--- src/loss_and_gradient_unit_macros.svh ---
// Assertion macros shared by the loss and gradient unit modules.
`ifndef LOSS_AND_GRADIENT_UNIT_MACROS_SVH
`define LOSS_AND_GRADIENT_UNIT_MACROS_SVH

// When ante holds at a clock edge, cons must hold at the same edge.
`define LGU_ASSERT_IMPL(name, clk, rst, ante, cons, msg) \
   name: assert property (@(posedge clk) disable iff (rst) (ante) |-> (cons)) \
      else $error(msg);

// When ante holds at a clock edge, cons must hold at the next edge.
`define LGU_ASSERT_NEXT(name, clk, rst, ante, cons, msg) \
   name: assert property (@(posedge clk) disable iff (rst) (ante) |=> (cons)) \
      else $error(msg);

`endif

--- src/lgu_pkg.sv ---
// Types, constants and the log2 table of the loss and gradient unit.
`default_nettype none
package lgu_pkg;

   localparam int FRAC_BITS      = 16;
   localparam int LOG_TABLE_BITS = 8;
   localparam int LOG_TABLE_SIZE = 1 << LOG_TABLE_BITS;

   localparam int DATA_W   = 24;
   localparam int VALUE_W  = 48;
   localparam int SUM_W    = 64;
   localparam int COUNT_W  = 25;
   localparam int DIM_W    = 13;
   localparam int EPS_W    = 15;
   localparam int N_W      = 2 * DIM_W;
   localparam int M_W      = $clog2(FRAC_BITS);
   localparam int MAG_W    = M_W + 1 + FRAC_BITS;
   localparam int LN_W     = MAG_W + 1;
   localparam int MUL_A_W  = 26;
   localparam int MUL_B_W  = 33;
   localparam int PROD_W   = MUL_A_W + MUL_B_W;
   localparam int S_W      = 48;
   localparam int DIV_W    = 64;
   localparam int DVSR_W   = 32;
   localparam int DIV_CNT_W = $clog2(DIV_W);
   localparam int PADDR_W  = 4;
   localparam int PDATA_W  = 32;

   localparam logic [31:0] LN2_Q32 = 32'd2977044471;
   localparam logic [COUNT_W-1:0] COUNT_MAX = {COUNT_W{1'b1}};

   typedef enum logic [1:0] {
      MODE_MSE, MODE_MSE_GRAD, MODE_BCE, MODE_BCE_GRAD
   } mode_type;

   typedef enum logic [1:0] {
      REG_MODE, REG_ROW_COUNT, REG_COL_COUNT, REG_CLAMP_EPSILON
   } reg_index_type;

   typedef enum logic [2:0] {
      MUL_DIMS, MUL_SQ, MUL_MAG_P, MUL_MAG_Q, MUL_T_LNP, MUL_U_LNQ, MUL_DD
   } mul_op_type;

   typedef enum logic [3:0] {
      ST_IDLE, ST_NPROD, ST_NSTORE, ST_SQ, ST_LNP, ST_LNQ, ST_CET, ST_CEQ,
      ST_CEQ_ST, ST_ACC, ST_DD, ST_DIV_LOAD, ST_DIV, ST_EMIT
   } state_type;

   typedef struct packed {
      mode_type               mode;
      logic [DIM_W-1:0]       row_count;
      logic [DIM_W-1:0]       col_count;
      logic [EPS_W-1:0]       clamp_epsilon;
   } cfg_type;

   typedef struct packed {
      logic       capture;
      logic       ld_n;
      logic       ld_lnp;
      logic       ld_lnq;
      logic       ld_s;
      logic       add_s;
      logic       acc;
      logic       div_load;
      logic       div_step;
      logic       emit;
      mul_op_type mul_op;
   } cmd_type;

   typedef struct packed {
      mode_type mode;
      logic     last;
      logic     div_done;
      logic     out_free;
   } dp_status_type;

   typedef logic [LOG_TABLE_SIZE-1:0][FRAC_BITS-1:0] log_tab_type;

   // log2(1 + k/2^LOG_TABLE_BITS) in FRAC_BITS bits, by repeated squaring in Q1.30.
   function automatic log_tab_type log_tab_build();
      log_tab_type          tab;
      logic [63:0]          y;
      logic [FRAC_BITS-1:0] r;
      for (int k = 0; k < LOG_TABLE_SIZE; k++) begin
         y = (64'd1 << 30) + (64'(k) << (30 - LOG_TABLE_BITS));
         r = '0;
         for (int i = 0; i < FRAC_BITS; i++) begin
            y = (y * y) >> 30;
            r = r << 1;
            if (y >= (64'd2 << 30)) begin
               y = y >> 1;
               r[0] = 1'b1;
            end
         end
         tab[k] = r;
      end
      return tab;
   endfunction

   localparam log_tab_type LOG_TAB = log_tab_build();

endpackage
`default_nettype wire

--- src/lgu_if.sv ---
// Request and response channel interfaces of the loss and gradient unit.
`default_nettype none
interface lgu_req_if import lgu_pkg::*; ();
   logic                     valid;
   logic                     ready;
   logic signed [DATA_W-1:0] target;
   logic signed [DATA_W-1:0] prediction;
   logic                     last;
   modport source (output valid, target, prediction, last, input ready);
   modport sink (input valid, target, prediction, last, output ready);
endinterface

interface lgu_rsp_if import lgu_pkg::*; ();
   logic                      valid;
   logic                      ready;
   logic signed [VALUE_W-1:0] value;
   logic                      is_loss;
   logic                      saturated;
   logic                      status;
   modport source (output valid, value, is_loss, saturated, status, input ready);
   modport sink (input valid, value, is_loss, saturated, status, output ready);
endinterface
`default_nettype wire

--- src/lgu_csr.sv ---
// Configuration registers behind the APB-style port.
`default_nettype none
module lgu_csr import lgu_pkg::*; (
   input  logic               clock,
   input  logic               reset,
   input  logic               psel,
   input  logic               penable,
   input  logic               pwrite,
   input  logic [PADDR_W-1:0] paddr,
   input  logic [PDATA_W-1:0] pwdata,
   output logic [PDATA_W-1:0] prdata,
   output logic               pready,
   output cfg_type            cfg
);
   cfg_type       cfg_ff, cfg_in;
   reg_index_type index;
   logic          wr_en;

   assign index  = reg_index_type'(paddr[3:2]);
   assign wr_en  = psel && penable && pwrite;
   assign pready = 1'b1;
   assign cfg    = cfg_ff;

   always_comb begin
      cfg_in = cfg_ff;
      if (wr_en) begin
         case (index)
            REG_MODE:          cfg_in.mode = mode_type'(pwdata[1:0]);
            REG_ROW_COUNT:     cfg_in.row_count = pwdata[DIM_W-1:0];
            REG_COL_COUNT:     cfg_in.col_count = pwdata[DIM_W-1:0];
            REG_CLAMP_EPSILON: cfg_in.clamp_epsilon = pwdata[EPS_W-1:0];
            default:           cfg_in = cfg_ff;
         endcase
      end
   end

   always_comb begin
      case (index)
         REG_MODE:          prdata = PDATA_W'(cfg_ff.mode);
         REG_ROW_COUNT:     prdata = PDATA_W'(cfg_ff.row_count);
         REG_COL_COUNT:     prdata = PDATA_W'(cfg_ff.col_count);
         REG_CLAMP_EPSILON: prdata = PDATA_W'(cfg_ff.clamp_epsilon);
         default:           prdata = '0;
      endcase
   end

   always_ff @(posedge clock) begin
      if (reset) begin
         cfg_ff.mode          <= MODE_MSE;
         cfg_ff.row_count     <= DIM_W'(1);
         cfg_ff.col_count     <= DIM_W'(1);
         cfg_ff.clamp_epsilon <= EPS_W'(1);
      end else begin
         cfg_ff <= cfg_in;
      end
   end
endmodule
`default_nettype wire

--- src/lgu_ctrl.sv ---
// Sequencer that steps the datapath through one transaction.
`default_nettype none
`include "loss_and_gradient_unit_macros.svh"
module lgu_ctrl import lgu_pkg::*; (
   input  logic          clock,
   input  logic          reset,
   input  logic          req_valid,
   output logic          req_ready,
   input  dp_status_type status,
   output cmd_type       cmd
);
   state_type state_ff, state_in;

   always_comb begin
      state_in   = state_ff;
      cmd        = '0;
      cmd.mul_op = MUL_DIMS;
      req_ready  = 1'b0;
      case (state_ff)
         ST_IDLE: begin
            req_ready = 1'b1;
            if (req_valid) begin
               cmd.capture = 1'b1;
               state_in    = ST_NPROD;
            end
         end
         ST_NPROD: begin
            cmd.mul_op = MUL_DIMS;
            state_in   = ST_NSTORE;
         end
         ST_NSTORE: begin
            cmd.ld_n = 1'b1;
            case (status.mode)
               MODE_MSE:      state_in = ST_SQ;
               MODE_MSE_GRAD: state_in = ST_DIV_LOAD;
               MODE_BCE:      state_in = ST_LNP;
               MODE_BCE_GRAD: state_in = ST_DD;
               default:       state_in = ST_IDLE;
            endcase
         end
         ST_SQ: begin
            cmd.mul_op = MUL_SQ;
            state_in   = ST_ACC;
         end
         ST_LNP: begin
            cmd.mul_op = MUL_MAG_P;
            state_in   = ST_LNQ;
         end
         ST_LNQ: begin
            cmd.mul_op = MUL_MAG_Q;
            cmd.ld_lnp = 1'b1;
            state_in   = ST_CET;
         end
         ST_CET: begin
            cmd.mul_op = MUL_T_LNP;
            cmd.ld_lnq = 1'b1;
            state_in   = ST_CEQ;
         end
         ST_CEQ: begin
            cmd.mul_op = MUL_U_LNQ;
            cmd.ld_s   = 1'b1;
            state_in   = ST_CEQ_ST;
         end
         ST_CEQ_ST: begin
            cmd.add_s = 1'b1;
            state_in  = ST_ACC;
         end
         ST_ACC: begin
            cmd.acc  = 1'b1;
            state_in = status.last ? ST_DIV_LOAD : ST_IDLE;
         end
         ST_DD: begin
            cmd.mul_op = MUL_DD;
            state_in   = ST_DIV_LOAD;
         end
         ST_DIV_LOAD: begin
            cmd.div_load = 1'b1;
            state_in     = ST_DIV;
         end
         ST_DIV: begin
            cmd.div_step = 1'b1;
            if (status.div_done) begin
               state_in = ST_EMIT;
            end
         end
         ST_EMIT: begin
            if (status.out_free) begin
               cmd.emit = 1'b1;
               state_in = ST_IDLE;
            end
         end
         default: state_in = ST_IDLE;
      endcase
   end

   always_ff @(posedge clock) begin
      if (reset) begin
         state_ff <= ST_IDLE;
      end else begin
         state_ff <= state_in;
      end
   end

   `LGU_ASSERT_IMPL(a_emit_needs_room, clock, reset, cmd.emit, status.out_free, "emit into a full output register")
   `LGU_ASSERT_NEXT(a_capture_starts, clock, reset, cmd.capture, state_ff == ST_NPROD, "capture did not start the sequence")
   `LGU_ASSERT_NEXT(a_div_to_emit, clock, reset, (state_ff == ST_DIV) && status.div_done, state_ff == ST_EMIT, "division end did not lead to emit")
endmodule
`default_nettype wire

--- src/lgu_dp.sv ---
// Datapath: input capture, shared multiplier, log unit, accumulator, divider, output register.
`default_nettype none
`include "loss_and_gradient_unit_macros.svh"
module lgu_dp import lgu_pkg::*; (
   input  logic                      clock,
   input  logic                      reset,
   input  cfg_type                   cfg,
   input  cmd_type                   cmd,
   output dp_status_type             status,
   input  logic signed [DATA_W-1:0]  req_target,
   input  logic signed [DATA_W-1:0]  req_prediction,
   input  logic                      req_last,
   output logic                      rsp_valid,
   input  logic                      rsp_ready,
   output logic signed [VALUE_W-1:0] rsp_value,
   output logic                      rsp_is_loss,
   output logic                      rsp_saturated,
   output logic                      rsp_status
);
   localparam logic signed [DATA_W:0]  ONE_W   = $signed((DATA_W+1)'(1) << FRAC_BITS);
   localparam logic [FRAC_BITS-1:0]    HALF_W  = FRAC_BITS'(1) << (FRAC_BITS - 1);
   localparam logic [VALUE_W-1:0]      VAL_MAX = {1'b0, {(VALUE_W-1){1'b1}}};
   localparam logic [VALUE_W-1:0]      VAL_MIN = {1'b1, {(VALUE_W-1){1'b0}}};
   localparam logic [DIV_W-VALUE_W:0]  EXACT_HI = (DIV_W-VALUE_W+1)'(1);

   // Captured transaction and per-item registers.
   logic signed [DATA_W-1:0]  t_ff, t_in, p_ff, p_in;
   logic                      last_ff, last_in;
   logic [COUNT_W-1:0]        count_ff, count_in, snap_ff, snap_in;
   logic                      stat_ff, stat_in;
   logic [FRAC_BITS-1:0]      pc_ff, pc_in, q_ff, q_in;
   logic [N_W-1:0]            n_ff, n_in;
   logic signed [PROD_W-1:0]  prod_ff, prod_in;
   logic signed [LN_W-1:0]    lnp_ff, lnp_in, lnq_ff, lnq_in;
   logic signed [S_W-1:0]     s_ff, s_in;
   logic signed [SUM_W-1:0]   loss_ff, loss_in;
   // Divider.
   logic [DVSR_W-1:0]         rem_ff, rem_in, dvsr_ff, dvsr_in;
   logic [DIV_W-1:0]          quo_ff, quo_in;
   logic [DIV_CNT_W-1:0]      dcnt_ff, dcnt_in;
   logic                      neg_ff, neg_in;
   // Output register.
   logic                      ovalid_ff, ovalid_in;
   logic [VALUE_W-1:0]        oval_ff, oval_in;
   logic                      oloss_ff, oloss_in, osat_ff, osat_in, ostat_ff, ostat_in;

   logic [DIM_W-1:0]          rows_eff, cols_eff;
   logic [FRAC_BITS-1:0]      eps_eff;
   logic signed [DATA_W:0]    p_ext, t_ext, eps_w, hi_w, pc_w, d_mse, u_val;
   logic signed [N_W-1:0]     g_val, dg_val;
   logic [FRAC_BITS-1:0]      ln_x, norm;
   logic [M_W-1:0]            lead;
   logic [LOG_TABLE_BITS-1:0] tab_idx;
   logic [MAG_W-1:0]          mag;
   logic signed [MUL_A_W-1:0] mul_a;
   logic signed [MUL_B_W-1:0] mul_b;
   logic [COUNT_W-1:0]        count_inc;
   logic signed [S_W-1:0]     s_abs;
   logic signed [SUM_W-1:0]   term;
   logic signed [SUM_W:0]     sum_wide;
   logic [DVSR_W:0]           rem_sh;
   logic                      ge;
   logic                      out_free, big, exact;
   logic [VALUE_W-1:0]        q48;

   assign rows_eff = (cfg.row_count == '0) ? DIM_W'(1) : cfg.row_count;
   assign cols_eff = (cfg.col_count == '0) ? DIM_W'(1) : cfg.col_count;
   always_comb begin
      if (cfg.clamp_epsilon == '0) begin
         eps_eff = FRAC_BITS'(1);
      end else if (FRAC_BITS'(cfg.clamp_epsilon) > HALF_W) begin
         eps_eff = HALF_W;
      end else begin
         eps_eff = FRAC_BITS'(cfg.clamp_epsilon);
      end
   end

   // Clamp of the prediction to [eps, 1-eps].
   assign p_ext = (DATA_W+1)'(p_ff);
   assign t_ext = (DATA_W+1)'(t_ff);
   assign eps_w = $signed((DATA_W+1)'(eps_eff));
   assign hi_w  = ONE_W - eps_w;
   always_comb begin
      pc_w = (p_ext < eps_w) ? eps_w : p_ext;
      if (pc_w > hi_w) begin
         pc_w = hi_w;
      end
   end

   assign d_mse  = t_ext - p_ext;
   assign u_val  = ONE_W - t_ext;
   assign g_val  = $signed({p_ext - t_ext, 1'b0});
   assign dg_val = $signed(N_W'(pc_ff)) - N_W'(t_ff);

   // Log2 magnitude: leading one, table lookup on the bits below it.
   assign ln_x = (cmd.mul_op == MUL_MAG_Q) ? q_ff : pc_ff;
   always_comb begin
      lead = '0;
      for (int i = 0; i < FRAC_BITS; i++) begin
         if (ln_x[i]) begin
            lead = M_W'(i);
         end
      end
   end
   assign norm    = ln_x << (M_W'(FRAC_BITS - 1) - lead);
   assign tab_idx = norm[FRAC_BITS-2 -: LOG_TABLE_BITS];
   assign mag     = MAG_W'({((M_W+1)'(FRAC_BITS) - {1'b0, lead}), {FRAC_BITS{1'b0}}})
                    - MAG_W'(LOG_TAB[tab_idx]);

   // Shared multiplier operand selection.
   always_comb begin
      case (cmd.mul_op)
         MUL_DIMS: begin
            mul_a = $signed(MUL_A_W'(rows_eff));
            mul_b = $signed(MUL_B_W'(cols_eff));
         end
         MUL_SQ: begin
            mul_a = MUL_A_W'(d_mse);
            mul_b = MUL_B_W'(d_mse);
         end
         MUL_MAG_P, MUL_MAG_Q: begin
            mul_a = $signed(MUL_A_W'(mag));
            mul_b = $signed(MUL_B_W'(LN2_Q32));
         end
         MUL_T_LNP: begin
            mul_a = MUL_A_W'(t_ff);
            mul_b = MUL_B_W'(lnp_ff);
         end
         MUL_U_LNQ: begin
            mul_a = MUL_A_W'(u_val);
            mul_b = MUL_B_W'(lnq_ff);
         end
         MUL_DD: begin
            mul_a = $signed(MUL_A_W'(pc_ff));
            mul_b = $signed(MUL_B_W'(q_ff));
         end
         default: begin
            mul_a = '0;
            mul_b = '0;
         end
      endcase
   end
   assign prod_in = mul_a * mul_b;

   // Loss term of the current element.
   assign s_abs = s_ff[S_W-1] ? -s_ff : s_ff;
   always_comb begin
      if (cfg.mode == MODE_MSE) begin
         term = $signed(SUM_W'(prod_ff[PROD_W-1:FRAC_BITS]));
      end else if (s_ff[S_W-1]) begin
         term = SUM_W'(s_abs >>> FRAC_BITS);
      end else begin
         term = -SUM_W'(s_abs >>> FRAC_BITS);
      end
   end
   assign sum_wide = (SUM_W+1)'(loss_ff) + (SUM_W+1)'(term);

   assign count_inc = (count_ff != COUNT_MAX) ? count_ff + COUNT_W'(1) : count_ff;
   assign rem_sh    = {rem_ff, quo_ff[DIV_W-1]};
   assign ge        = rem_sh >= {1'b0, dvsr_ff};
   assign out_free  = !ovalid_ff || rsp_ready;
   assign big       = |quo_ff[DIV_W-1:VALUE_W-1];
   assign exact     = (quo_ff[DIV_W-1:VALUE_W-1] == EXACT_HI) && (quo_ff[VALUE_W-2:0] == '0);
   assign q48       = quo_ff[VALUE_W-1:0];

   always_comb begin
      t_in = t_ff;   p_in = p_ff;   last_in = last_ff;
      count_in = count_ff;   snap_in = snap_ff;   stat_in = stat_ff;
      pc_in = pc_ff;   q_in = q_ff;   n_in = n_ff;
      lnp_in = lnp_ff;   lnq_in = lnq_ff;   s_in = s_ff;   loss_in = loss_ff;
      rem_in = rem_ff;   dvsr_in = dvsr_ff;   quo_in = quo_ff;
      dcnt_in = dcnt_ff;   neg_in = neg_ff;
      ovalid_in = ovalid_ff && !rsp_ready;
      oval_in = oval_ff;   oloss_in = oloss_ff;   osat_in = osat_ff;   ostat_in = ostat_ff;

      if (cmd.capture) begin
         t_in     = req_target;
         p_in     = req_prediction;
         last_in  = req_last;
         snap_in  = count_inc;
         count_in = req_last ? '0 : count_inc;
      end
      if (cmd.ld_n) begin
         n_in    = prod_ff[N_W-1:0];
         stat_in = last_ff && (N_W'(snap_ff) != prod_ff[N_W-1:0]);
         pc_in   = pc_w[FRAC_BITS-1:0];
         q_in    = FRAC_BITS'(ONE_W - pc_w);
      end
      if (cmd.ld_lnp) begin
         lnp_in = -$signed({1'b0, prod_ff[32 +: MAG_W]});
      end
      if (cmd.ld_lnq) begin
         lnq_in = -$signed({1'b0, prod_ff[32 +: MAG_W]});
      end
      if (cmd.ld_s) begin
         s_in = prod_ff[S_W-1:0];
      end
      if (cmd.add_s) begin
         s_in = s_ff + prod_ff[S_W-1:0];
      end
      if (cmd.acc) begin
         if (sum_wide[SUM_W] != sum_wide[SUM_W-1]) begin
            loss_in = sum_wide[SUM_W] ? {1'b1, {(SUM_W-1){1'b0}}}
                                      : {1'b0, {(SUM_W-1){1'b1}}};
         end else begin
            loss_in = sum_wide[SUM_W-1:0];
         end
      end
      if (cmd.div_load) begin
         rem_in  = '0;
         dcnt_in = '0;
         case (cfg.mode)
            MODE_MSE, MODE_BCE: begin
               neg_in  = loss_ff[SUM_W-1];
               quo_in  = loss_ff[SUM_W-1] ? DIV_W'(-loss_ff) : DIV_W'(loss_ff);
               dvsr_in = (cfg.mode == MODE_MSE) ? DVSR_W'(n_ff) : DVSR_W'(cols_eff);
               loss_in = '0;
            end
            MODE_MSE_GRAD: begin
               neg_in  = g_val[N_W-1];
               quo_in  = DIV_W'(g_val[N_W-1] ? N_W'(-g_val) : N_W'(g_val));
               dvsr_in = DVSR_W'(n_ff);
            end
            MODE_BCE_GRAD: begin
               neg_in  = dg_val[N_W-1];
               quo_in  = DIV_W'(dg_val[N_W-1] ? N_W'(-dg_val) : N_W'(dg_val)) << 32;
               dvsr_in = prod_ff[DVSR_W-1:0];
            end
            default: begin
               neg_in  = 1'b0;
               quo_in  = '0;
               dvsr_in = DVSR_W'(1);
            end
         endcase
      end
      if (cmd.div_step) begin
         rem_in  = ge ? DVSR_W'(rem_sh - {1'b0, dvsr_ff}) : rem_sh[DVSR_W-1:0];
         quo_in  = {quo_ff[DIV_W-2:0], ge};
         dcnt_in = dcnt_ff + DIV_CNT_W'(1);
      end
      if (cmd.emit) begin
         ovalid_in = 1'b1;
         oloss_in  = (cfg.mode == MODE_MSE) || (cfg.mode == MODE_BCE);
         ostat_in  = stat_ff;
         if (big) begin
            oval_in = neg_ff ? VAL_MIN : VAL_MAX;
         end else begin
            oval_in = neg_ff ? -q48 : q48;
         end
         // A negative quotient of exactly 2^47 fits, except that the gradient
         // of cross entropy flags it as clipped.
         osat_in = big && !(neg_ff && exact && (cfg.mode != MODE_BCE_GRAD));
      end
   end

   always_ff @(posedge clock) begin
      if (reset) begin
         count_ff  <= '0;
         loss_ff   <= '0;
         ovalid_ff <= 1'b0;
      end else begin
         count_ff  <= count_in;
         loss_ff   <= loss_in;
         ovalid_ff <= ovalid_in;
      end
   end

   always_ff @(posedge clock) begin
      t_ff <= t_in;   p_ff <= p_in;   last_ff <= last_in;
      snap_ff <= snap_in;   stat_ff <= stat_in;
      pc_ff <= pc_in;   q_ff <= q_in;   n_ff <= n_in;   prod_ff <= prod_in;
      lnp_ff <= lnp_in;   lnq_ff <= lnq_in;   s_ff <= s_in;
      rem_ff <= rem_in;   dvsr_ff <= dvsr_in;   quo_ff <= quo_in;
      dcnt_ff <= dcnt_in;   neg_ff <= neg_in;
      oval_ff <= oval_in;   oloss_ff <= oloss_in;   osat_ff <= osat_in;
      ostat_ff <= ostat_in;
   end

   assign status.mode     = cfg.mode;
   assign status.last     = last_ff;
   assign status.div_done = (dcnt_ff == {DIV_CNT_W{1'b1}});
   assign status.out_free = out_free;

   assign rsp_valid     = ovalid_ff;
   assign rsp_value     = $signed(oval_ff);
   assign rsp_is_loss   = oloss_ff;
   assign rsp_saturated = osat_ff;
   assign rsp_status    = ostat_ff;

   `LGU_ASSERT_IMPL(a_divisor_nonzero, clock, reset, cmd.div_step, dvsr_ff != '0, "divide step with a zero divisor")
endmodule
`default_nettype wire

--- src/loss_and_gradient_unit.sv ---
// Top level of the loss and gradient unit: registers, sequencer and datapath.
`default_nettype none
// The unit takes one matrix element (target, prediction, last) per request
// transaction, both in signed Q8.16, and works in one of four modes set by the
// mode register: mean squared error, its gradient, binary cross entropy, or its
// gradient. The loss modes accumulate silently and return one response
// transaction holding the loss on the element marked last; the gradient modes
// return one response per element. Elements are processed one at a time by a
// sequencer driving a datapath with one shared 26x33 multiplier and one
// restoring divider that retires one quotient bit per cycle. An element that
// only accumulates passes through the multiplier steps of its mode and the
// accumulator before the unit accepts the next one. Every response passes
// through the divider, so a gradient element or a final loss occupies the
// unit until the division ends and the output register is free.
// The finished result sits in an output register, so the unit accepts the
// next element while it waits, and only stalls again when a second result is
// ready before the first was taken. The configuration registers sit at byte
// addresses 0 (mode), 4 (row_count), 8 (col_count) and 12 (clamp_epsilon);
// write them only while no element is in flight. A row or column count of
// zero acts as one, and the response's status bit reports a mismatch between
// the elements seen and rows times columns on the last element.
module loss_and_gradient_unit import lgu_pkg::*; (
   input  logic               clock,
   input  logic               reset,
   lgu_req_if.sink            req_ch,
   lgu_rsp_if.source          rsp_ch,
   input  logic               psel,
   input  logic               penable,
   input  logic               pwrite,
   input  logic [PADDR_W-1:0] paddr,
   input  logic [PDATA_W-1:0] pwdata,
   output logic [PDATA_W-1:0] prdata,
   output logic               pready
);
   cfg_type       cfg;
   cmd_type       cmd;
   dp_status_type status;
   logic          req_ready;

   // Configuration registers.
   lgu_csr u_csr (
      .clock   (clock),
      .reset   (reset),
      .psel    (psel),
      .penable (penable),
      .pwrite  (pwrite),
      .paddr   (paddr),
      .pwdata  (pwdata),
      .prdata  (prdata),
      .pready  (pready),
      .cfg     (cfg)
   );

   // The sequencer accepts a request transaction only when it is back at rest.
   lgu_ctrl u_ctrl (
      .clock     (clock),
      .reset     (reset),
      .req_valid (req_ch.valid),
      .req_ready (req_ready),
      .status    (status),
      .cmd       (cmd)
   );

   assign req_ch.ready = req_ready;

   // The datapath owns the output register that drives the response channel.
   lgu_dp u_dp (
      .clock          (clock),
      .reset          (reset),
      .cfg            (cfg),
      .cmd            (cmd),
      .status         (status),
      .req_target     (req_ch.target),
      .req_prediction (req_ch.prediction),
      .req_last       (req_ch.last),
      .rsp_valid      (rsp_ch.valid),
      .rsp_ready      (rsp_ch.ready),
      .rsp_value      (rsp_ch.value),
      .rsp_is_loss    (rsp_ch.is_loss),
      .rsp_saturated  (rsp_ch.saturated),
      .rsp_status     (rsp_ch.status)
   );
endmodule
`default_nettype wire

--- src/flat_wrapper.sv ---
// flat-port wrapper written by rule: the top's interface ports become plain ports
module loss_and_gradient_unit_flat import lgu_pkg::*;
  (clock, reset, psel, penable, pwrite, paddr, pwdata, prdata, pready, req_ch_valid, req_ch_target, req_ch_prediction, req_ch_last, req_ch_ready, rsp_ch_valid, rsp_ch_value, rsp_ch_is_loss, rsp_ch_saturated, rsp_ch_status, rsp_ch_ready);
  lgu_req_if req_ch_i ();
  lgu_rsp_if rsp_ch_i ();
  input  logic clock;
  input  logic reset;
  input  logic psel;
  input  logic penable;
  input  logic pwrite;
  input  logic [PADDR_W-1:0] paddr;
  input  logic [PDATA_W-1:0] pwdata;
  output logic [PDATA_W-1:0] prdata;
  output logic pready;
  input wire logic [$bits(req_ch_i.valid)-1:0] req_ch_valid;
  input wire logic [$bits(req_ch_i.target)-1:0] req_ch_target;
  input wire logic [$bits(req_ch_i.prediction)-1:0] req_ch_prediction;
  input wire logic [$bits(req_ch_i.last)-1:0] req_ch_last;
  output wire logic [$bits(req_ch_i.ready)-1:0] req_ch_ready;
  output wire logic [$bits(rsp_ch_i.valid)-1:0] rsp_ch_valid;
  output wire logic [$bits(rsp_ch_i.value)-1:0] rsp_ch_value;
  output wire logic [$bits(rsp_ch_i.is_loss)-1:0] rsp_ch_is_loss;
  output wire logic [$bits(rsp_ch_i.saturated)-1:0] rsp_ch_saturated;
  output wire logic [$bits(rsp_ch_i.status)-1:0] rsp_ch_status;
  input wire logic [$bits(rsp_ch_i.ready)-1:0] rsp_ch_ready;
  assign req_ch_i.valid = req_ch_valid;
  assign req_ch_i.target = req_ch_target;
  assign req_ch_i.prediction = req_ch_prediction;
  assign req_ch_i.last = req_ch_last;
  assign req_ch_ready = req_ch_i.ready;
  assign rsp_ch_valid = rsp_ch_i.valid;
  assign rsp_ch_value = rsp_ch_i.value;
  assign rsp_ch_is_loss = rsp_ch_i.is_loss;
  assign rsp_ch_saturated = rsp_ch_i.saturated;
  assign rsp_ch_status = rsp_ch_i.status;
  assign rsp_ch_i.ready = rsp_ch_ready;
  loss_and_gradient_unit u_core (.clock(clock), .reset(reset), .req_ch(req_ch_i), .rsp_ch(rsp_ch_i), .psel(psel), .penable(penable), .pwrite(pwrite), .paddr(paddr), .pwdata(pwdata), .prdata(prdata), .pready(pready));
endmodule
--- config.mk ---
export PLATFORM = sky130hd
export DESIGN_NAME = loss_and_gradient_unit_flat
export DESIGN_NICKNAME = d
export VERILOG_FILES = /design/src/lgu_pkg.sv /design/src/lgu_if.sv /design/src/lgu_csr.sv /design/src/lgu_ctrl.sv /design/src/lgu_dp.sv /design/src/loss_and_gradient_unit.sv /design/src/flat_wrapper.sv
export VERILOG_INCLUDE_DIRS = /design/src /design/src/src
export SDC_FILE = /design/constraint.sdc
export NUM_CORES = 2
export LEC_CHECK = 0
export BUFFER_PORTS_ARGS = -buffer_cell sky130_fd_sc_hd__buf_2
export CORE_ASPECT_RATIO = 0.8
export CORE_UTILIZATION = 30
export CTS_CLUSTER_DIAMETER = 150
export DETAILED_ROUTE_END_ITERATION = 8
export PLACE_DENSITY_LB_ADDON = 0.05
export SYNTH_ARGS = -nofsm -noshare
export SYNTH_HDL_FRONTEND = slang
export SYNTH_SLANG_ARGS = --single-unit
--- constraint.sdc ---
create_clock -name clock -period 19.72 [get_ports clock]
set_input_delay 0.986 -clock clock [delete_from_list [all_inputs] [get_ports clock]]
set_output_delay 0.986 -clock clock [all_outputs]
set_load 0.01 [all_outputs]
; ---- Word-level counts from Yosys, hierarchy flattened
; Memories as Yosys holds them, arrays and structs flattened.
; Index checks and enable logic that the tools add are counted.
[totals]
register_bits = 607
rom_bits = 4096
in_bits = 92
elab_cells = 200
mem_count = 1
[op_classes]
addsub = 21
multipliers = 1
magnitude_cmp = 5
eq_ne = 34
shift = 1
muxes = 76
reduce_logical = 32
[mem_list]
columns = name, depth, word_bits, read_ports, rd_clocked_by_memory_dff, write_ports, line
row1 = (name not given), 256, 16, 1, 0, 0, lgu_dp.sv:108  ; - MAG_W'(LOG_TAB[tab_idx]);
[op_table]
columns = operator, count
row1 = $mux 64, 11
row2 = $mux 48, 6
row3 = $pmux 33 s6, 1
row4 = $pmux 64 s3, 1
row5 = $pmux 26 s6, 1
row6 = $mux 32, 4
row7 = $pmux 32 s4, 1
row8 = $neg 48->48, 2
row9 = $pmux 32 s3, 1
row10 = $mux 16, 5
row11 = $mux 25, 3
row12 = $mux 4, 18
row13 = $add 64x64->65, 1
row14 = $neg 32->64, 1
row15 = $neg 64->64, 1
row16 = $mul 26x33->59, 1
row17 = $pmux 4 s13, 1
row18 = $sub 24x24->25, 2
row19 = $add 48x48->48, 1
row20 = $logic_not 47->1, 1
row21 = $ge 33x32->1, 1
row22 = $sub 32x32->32, 1
row23 = $logic_not 13->1, 2
row24 = $mux 13, 2
row25 = 51 further kinds, 101

; ---- Depth between registers and ports, before layout
[depth]
depth_word = 26
mapped_depth = 63

; ---- Modules after synthesis
; A second synthesis with hierarchy kept.
[hier_totals]
cells_unflattened = 8927
area_unflattened_um2 = 77719.5
[by_module_without_submodules]
columns = mod, n_inst, cells_per_inst, area_per_inst_um2, seq_area_each_um2
row1 = lgu_dp, 1, 8626, 75024.5, 15294.7
row2 = lgu_csr, 1, 232, 2229.6, 860.8
row3 = lgu_ctrl, 1, 69, 465.4, 80.1

; ---- Least setup slack after synthesis
; Ideal clock, no wire load.
[synth_path]
path_type = register to register
start = register u_core.u_ctrl.state_ff[1]
end = register u_core.u_dp.prod_ff[58]
setup_ns = 0.121
arrival_ns = 13.661
setup_slack_ns = 5.938
stages_incl_launch_ff = 58
n_path_buf = 6
period_less_slack_ns = 13.782
cell_sequence = dfxtp_1 buf_4 nand4bb_4 inv_4 mux2_4 o311a_1 o21ai_0 o221ai_2 or3_1 o211a_1 buf_2 inv_2 buf_4 ha_1 clkbuf_1 inv_1 ha_1 and2_1 (+22 left out) ha_1 a21o_1 a21oi_1 o21bai_1 or3_1 a32oi_1 a21boi_0 o21ai_0 a31oi_1 a221o_1 a221o_1 a21oi_1 nor2_1 nor4_1 or3_1 o311a_1 a21oi_1 xnor2_1
[synth_via]
elab_chain_len = 26
elab_cells_between_ends = 40
[synth_rtl]
columns = element, line
row1 = from (decl), lgu_ctrl.sv:12  ; state_type state_ff, state_in;
row2 = from (signal assigned), lgu_ctrl.sv:100  ; state_ff <= state_in;
row3 = "$eq 4x4->1, or another cell as far along", lgu_ctrl.sv:19  ; case (state_ff)
row4 = $pmux 3 s6 (*), lgu_ctrl.sv:19
row5 = $eq 3x2->1, "lgu_dp.sv:96, lgu_dp.sv:112"
row6 = $mux 16, lgu_dp.sv:96  ; assign ln_x = (cmd.mul_op == MUL_MAG_Q) ? q_ff : pc_ff;
row7 = $mux 1, lgu_dp.sv:100  ; if (ln_x[i]) begin
row8 = $mux 4 (14 in series), lgu_dp.sv:100
row9 = $sub 4x4->4, lgu_dp.sv:105  ; assign norm = ln_x << (M_W'(FRAC_BITS - 1) - lead);
row10 = $shl 16x4->15, lgu_dp.sv:105
row11 = $mem_v2 256x16, --
row12 = $mux 16 (implied by the code), lgu_dp.sv:108
row13 = $sub 21x16->21, lgu_dp.sv:108
row14 = $pmux 26 s6, lgu_dp.sv:112  ; case (cmd.mul_op)
row15 = $mul 26x33->59 (*), lgu_dp.sv:143  ; assign prod_in = mul_a * mul_b;
row16 = via u_core.u_dp.prod_in[58], lgu_dp.sv:33  ; logic signed [PROD_W-1:0] prod_ff, prod_in;
row17 = to (signal assigned), lgu_dp.sv:271  ; pc_ff <= pc_in; q_ff <= q_in; n_ff <= n_in; prod_ff <= prod_in;
row18 = to (decl), lgu_dp.sv:33
; Mark *: on every way through the listed nets, which the timed path passes. The rest lies on a longest branch. The select of a mux whose other input is x is not followed.
; A chain may end at the register's enable or synchronous reset.

; ---- Worst setup path in the final report
[layout_path]
start = register u_core.u_ctrl.state_ff[3]
end = register u_core.u_dp.prod_ff[57]
; The elaborated chain is that of the path after synthesis.

==> run metrics <==
kind of cell adding the most delay to the critical path=compound AO/OA/AOI/OAI gates; most frequent cell on the critical path=sky130_fd_sc_hd__buf_4; worst slew pin tran=1403 ps; clock sink count=606; violation count after the first detailed-route iteration=6011; total half-perimeter wirelength after legalization and detailed placement=266100 um; number of antenna violations at the first check in global routing=22; share of the cycle needed by the critical path after routing=0.9142; number of buffers created by CTS=69; Max-slew headroom=0.05658; worst setup path start=u_core.u_ctrl.state_ff[3]$_SDFFE_PP0P_; Seq/Total Area, Yosys=0.2112; kind of capture point of the worst setup path=flop; status=completed; WS Path Type=reg2reg; total via count in the routed design=67.25k; hold-fix buffer count after cts=0; hold_sp=u_core.u_dp.stat_ff$_DFFE_PP_; dominant cell type by area after synthesis=sky130_fd_sc_hd__fa_1; Critical Path Max Stage Delay=760 ps; Die X=568.0 um; GP Congestion=0.9607; io pins=178; starting density of the core=0.3030; number of nets with antenna violations after routing=0; maximum VDD drop=109.4 uV; Hold Crit Class=reg2reg; layout overhead on the synthesized area=10.10%; total number of H-tree levels=3; Leak=37.34 nW; wire length of the first global-routing pass=482400 um; number of filler cells placed in the layout=26.60k; leading post-synthesis cells by cell area=sky130_fd_sc_hd__fa_1, sky130_fd_sc_hd__edfxtp_1, sky130_fd_sc_hd__ha_1, sky130_fd_sc_hd__inv_1, sky130_fd_sc_hd__dfxtp_1; prevailing post-synth register cell=sky130_fd_sc_hd__edfxtp_1; Total Routing Usage GR=0.2553; number of endpoints with negative hold slack in the final report=0; average wire per cell in the routed design=27.17 um; nets@finish=10.31k; RR Startpoint=u_core.u_ctrl.state_ff[3]$_SDFFE_PP0P_; Sum Neg Setup Slack=0 ps; Setup crit start kind=flop; worst path required time=20290 ps; number of buffers and inverters on the critical path=13; row count=165; clock network latency to the later pin of the worst-skew pair=690 ps; Placeable Area=253700 um^2; vertical die dimension=454.8 um; Crit-path slowest cell=sky130_fd_sc_hd__a211o_2; top fanout value on the critical path=37; count of buffers from port buffering=140; EDFF count, synth=410; power density cells=105.1 nW/um^2; Avg Vias per Cell=5.461; number of distinct standard cells referenced by the synthesized netlist=114; number of synthesized register bits=606; Routed Wire Length=334600 um; gate count after technology mapping=8903; Mean Syn Cell Area=8.635 um^2; final core area utilization=0.3336; synthesized area=76870 um^2; TritonRoute pass-1 iters=7; overall die area=258300 um^2; count of endpoints failing setup in the final report=0; post-CTS clock slew at the launch and capture registers of the worst setup and hold paths=70 ps; min cycle time layout=18030 ps; Overflow after GRT=0; fraction of registers with async set/reset=0; vias in the first global route=65.68k; number of instances resized during post-cts repair=0; Synth top area share=0.2260; TritonCTS clock tree=done; largest net degree at the start of global routing=94; number of violations of the max-capacitance limit=0; clk root buf=sky130_fd_sc_hd__clkbuf_16; unrepaired setup endpoints after global routing=no; Pins Over Slew Limit=0; post-CTS setup-driven buffer insertion count=0; buffer depth of the longest clock path=3; final routed DRC violation total=0; layout cell share with drive strength beyond 1=0.07540; Synthesis Warnings=0; clock tree skew after final layout=49.13 ps; data arrival time at the worst-slack endpoint=18600 ps; fmax=55.47 MHz
[registers in the layout (all words and copies together), names as in the netlist, 4 cells and up]
register	cells
u_core.u_dp.loss_ff	64
u_core.u_dp.p_ff	24
u_core.u_dp.t_ff	24
u_core.u_dp.lnp_ff	22
u_core.u_dp.pc_ff	16
u_core.u_dp.count_ff	25
u_core.u_dp.snap_ff	25
u_core.u_csr.cfg	43
u_core.u_dp.quo_ff	64
u_core.u_dp.q_ff	15
u_core.u_dp.dcnt_ff	6
u_core.u_dp.s_ff	48
u_core.u_dp.dvsr_ff	32
u_core.u_dp.n_ff	26
u_core.u_ctrl.state_ff	4
u_core.u_dp.prod_ff	59
u_core.u_dp.rsp_value	48
u_core.u_dp.rem_ff	32
u_core.u_dp.lnq_ff	22
[cell families after synthesis]
family | after synthesis | synth area share
other cells | 2 | 0.00009769
compound gates | 2202 | 0.1845
buf+inv | 1692 | 0.08553
simple gates | 2466 | 0.1467
flops | 606 | 0.2112
mux | 108 | 0.01523
fa+ha+maj | 1308 | 0.2976
xor+xnor | 519 | 0.05913
[through the flow]
step	total power [mW]	hold WS, ps	cells	worst slack [ps]	cell area (um^2)
3_5_place_dp	7.432	407.1	12178	2053	82110
6_report	8.900	424.1	12314	1691	84640
3_3_place_gp	7.461	407.3	12178	2008	82110
5_1_grt	9.512	433.8	12306	1019	84620
4_1_cts	8.958	420.3	12306	1907	84620
2_1_floorplan	5.069	400.3	8920	5938	76940
[where the power goes]
group          switching (mW)  internal (mW)  leakage, nW
Combinational            3.75           1.90         30.8
Clock                   0.631          0.845         1.20
Sequential              0.243           1.53         5.32
Total                    4.62           4.28         37.3
[path summary, 6_finish.rpt]
path	end	slack [ps]	cells past startpoint
min reg2reg	u_core.u_dp.rsp_status$_DFFE_PP_	420	0
max reg2reg	u_core.u_dp.prod_ff[57]$_DFF_P_	1690	56
min	u_core.u_dp.rsp_status$_DFFE_PP_	420	0
max	u_core.u_dp.prod_ff[57]$_DFF_P_	1690	56
[per-layer routing]
metal | GRT usage | up-vias | part of all wire
met4 | 0.05725 | 2 | 0.025
met3 | 0.04069 | 326 | 0.068
met1 | 0.3904 | 34305 | 0.49
met2 | 0.3716 | 2298 | 0.41
met5 | 0 | - | 0.000039
li1 | - | 30318 | -
[synthesized netlist by cell type, types with 26 or more instances]
cell and number:
sky130_fd_sc_hd__o22ai_1 33, sky130_fd_sc_hd__a211oi_1 89, sky130_fd_sc_hd__mux2i_1 70, sky130_fd_sc_hd__buf_1 35, sky130_fd_sc_hd__nand2_1 896, sky130_fd_sc_hd__o21ai_1 31
sky130_fd_sc_hd__o311ai_0 39, sky130_fd_sc_hd__o31ai_1 56, sky130_fd_sc_hd__a21o_1 184, sky130_fd_sc_hd__xnor2_1 316, sky130_fd_sc_hd__clkbuf_1 355, sky130_fd_sc_hd__nand3_1 131
sky130_fd_sc_hd__o21a_1 63, sky130_fd_sc_hd__a22oi_1 43, sky130_fd_sc_hd__fa_1 868, sky130_fd_sc_hd__buf_4 32, sky130_fd_sc_hd__and2_1 70, sky130_fd_sc_hd__or2_2 30
sky130_fd_sc_hd__a21oi_1 585, sky130_fd_sc_hd__inv_1 1204, sky130_fd_sc_hd__nor3_1 156, sky130_fd_sc_hd__nor2_1 716, sky130_fd_sc_hd__o22a_1 42, sky130_fd_sc_hd__and3_1 55
sky130_fd_sc_hd__a31oi_1 57, sky130_fd_sc_hd__or3_1 71, sky130_fd_sc_hd__o211ai_1 56, sky130_fd_sc_hd__nor2b_1 48, sky130_fd_sc_hd__dfxtp_1 196, sky130_fd_sc_hd__ha_1 438
sky130_fd_sc_hd__o21ai_0 548, sky130_fd_sc_hd__nand2b_1 51, sky130_fd_sc_hd__buf_2 51, sky130_fd_sc_hd__o41ai_1 26, sky130_fd_sc_hd__or4_1 35, sky130_fd_sc_hd__o21bai_1 54
sky130_fd_sc_hd__nor4_1 72, sky130_fd_sc_hd__mux2_2 31, sky130_fd_sc_hd__nand4_1 69, sky130_fd_sc_hd__edfxtp_1 410, sky130_fd_sc_hd__xor2_1 203
[layout by cell type (no fill, tap or decap), types with 129 or more instances in the layout]
cell	netlist	final
sky130_fd_sc_hd__fa_1	868	868
sky130_fd_sc_hd__edfxtp_1	410	410
sky130_fd_sc_hd__buf_4	32	251
sky130_fd_sc_hd__buf_2	51	140
sky130_fd_sc_hd__inv_1	1204	1203
sky130_fd_sc_hd__dfxtp_1	196	193
sky130_fd_sc_hd__ha_1	438	438
sky130_fd_sc_hd__nor3_1	156	153
sky130_fd_sc_hd__xor2_1	203	203
sky130_fd_sc_hd__a21oi_1	585	581
sky130_fd_sc_hd__nor2_1	716	709
sky130_fd_sc_hd__xnor2_1	316	316
sky130_fd_sc_hd__nand3_1	131	129
sky130_fd_sc_hd__nand2_1	896	893
sky130_fd_sc_hd__o21ai_0	548	545
sky130_fd_sc_hd__a21o_1	184	184
[cell type report]
| class | count | area [um^2] | area share |
|---|---|---|---|
| Multi-Input combinational cell | 6622 | 54440 | 0.6431 |
| Clock inverter | 43 | 653.1 | 0.007716 |
| Timing Repair Buffer | 396 | 2685 | 0.03172 |
| Sequential cell | 606 | 16240 | 0.1919 |
| Inverter | 1214 | 4566 | 0.05394 |
| Tap cell | 3340 | 4179 | 0.04937 |
| Clock buffer | 85 | 1861 | 0.02198 |
| Antenna cell | 8 | 20.02 | 0.0002365 |
(Power assumes the default switching activity.)
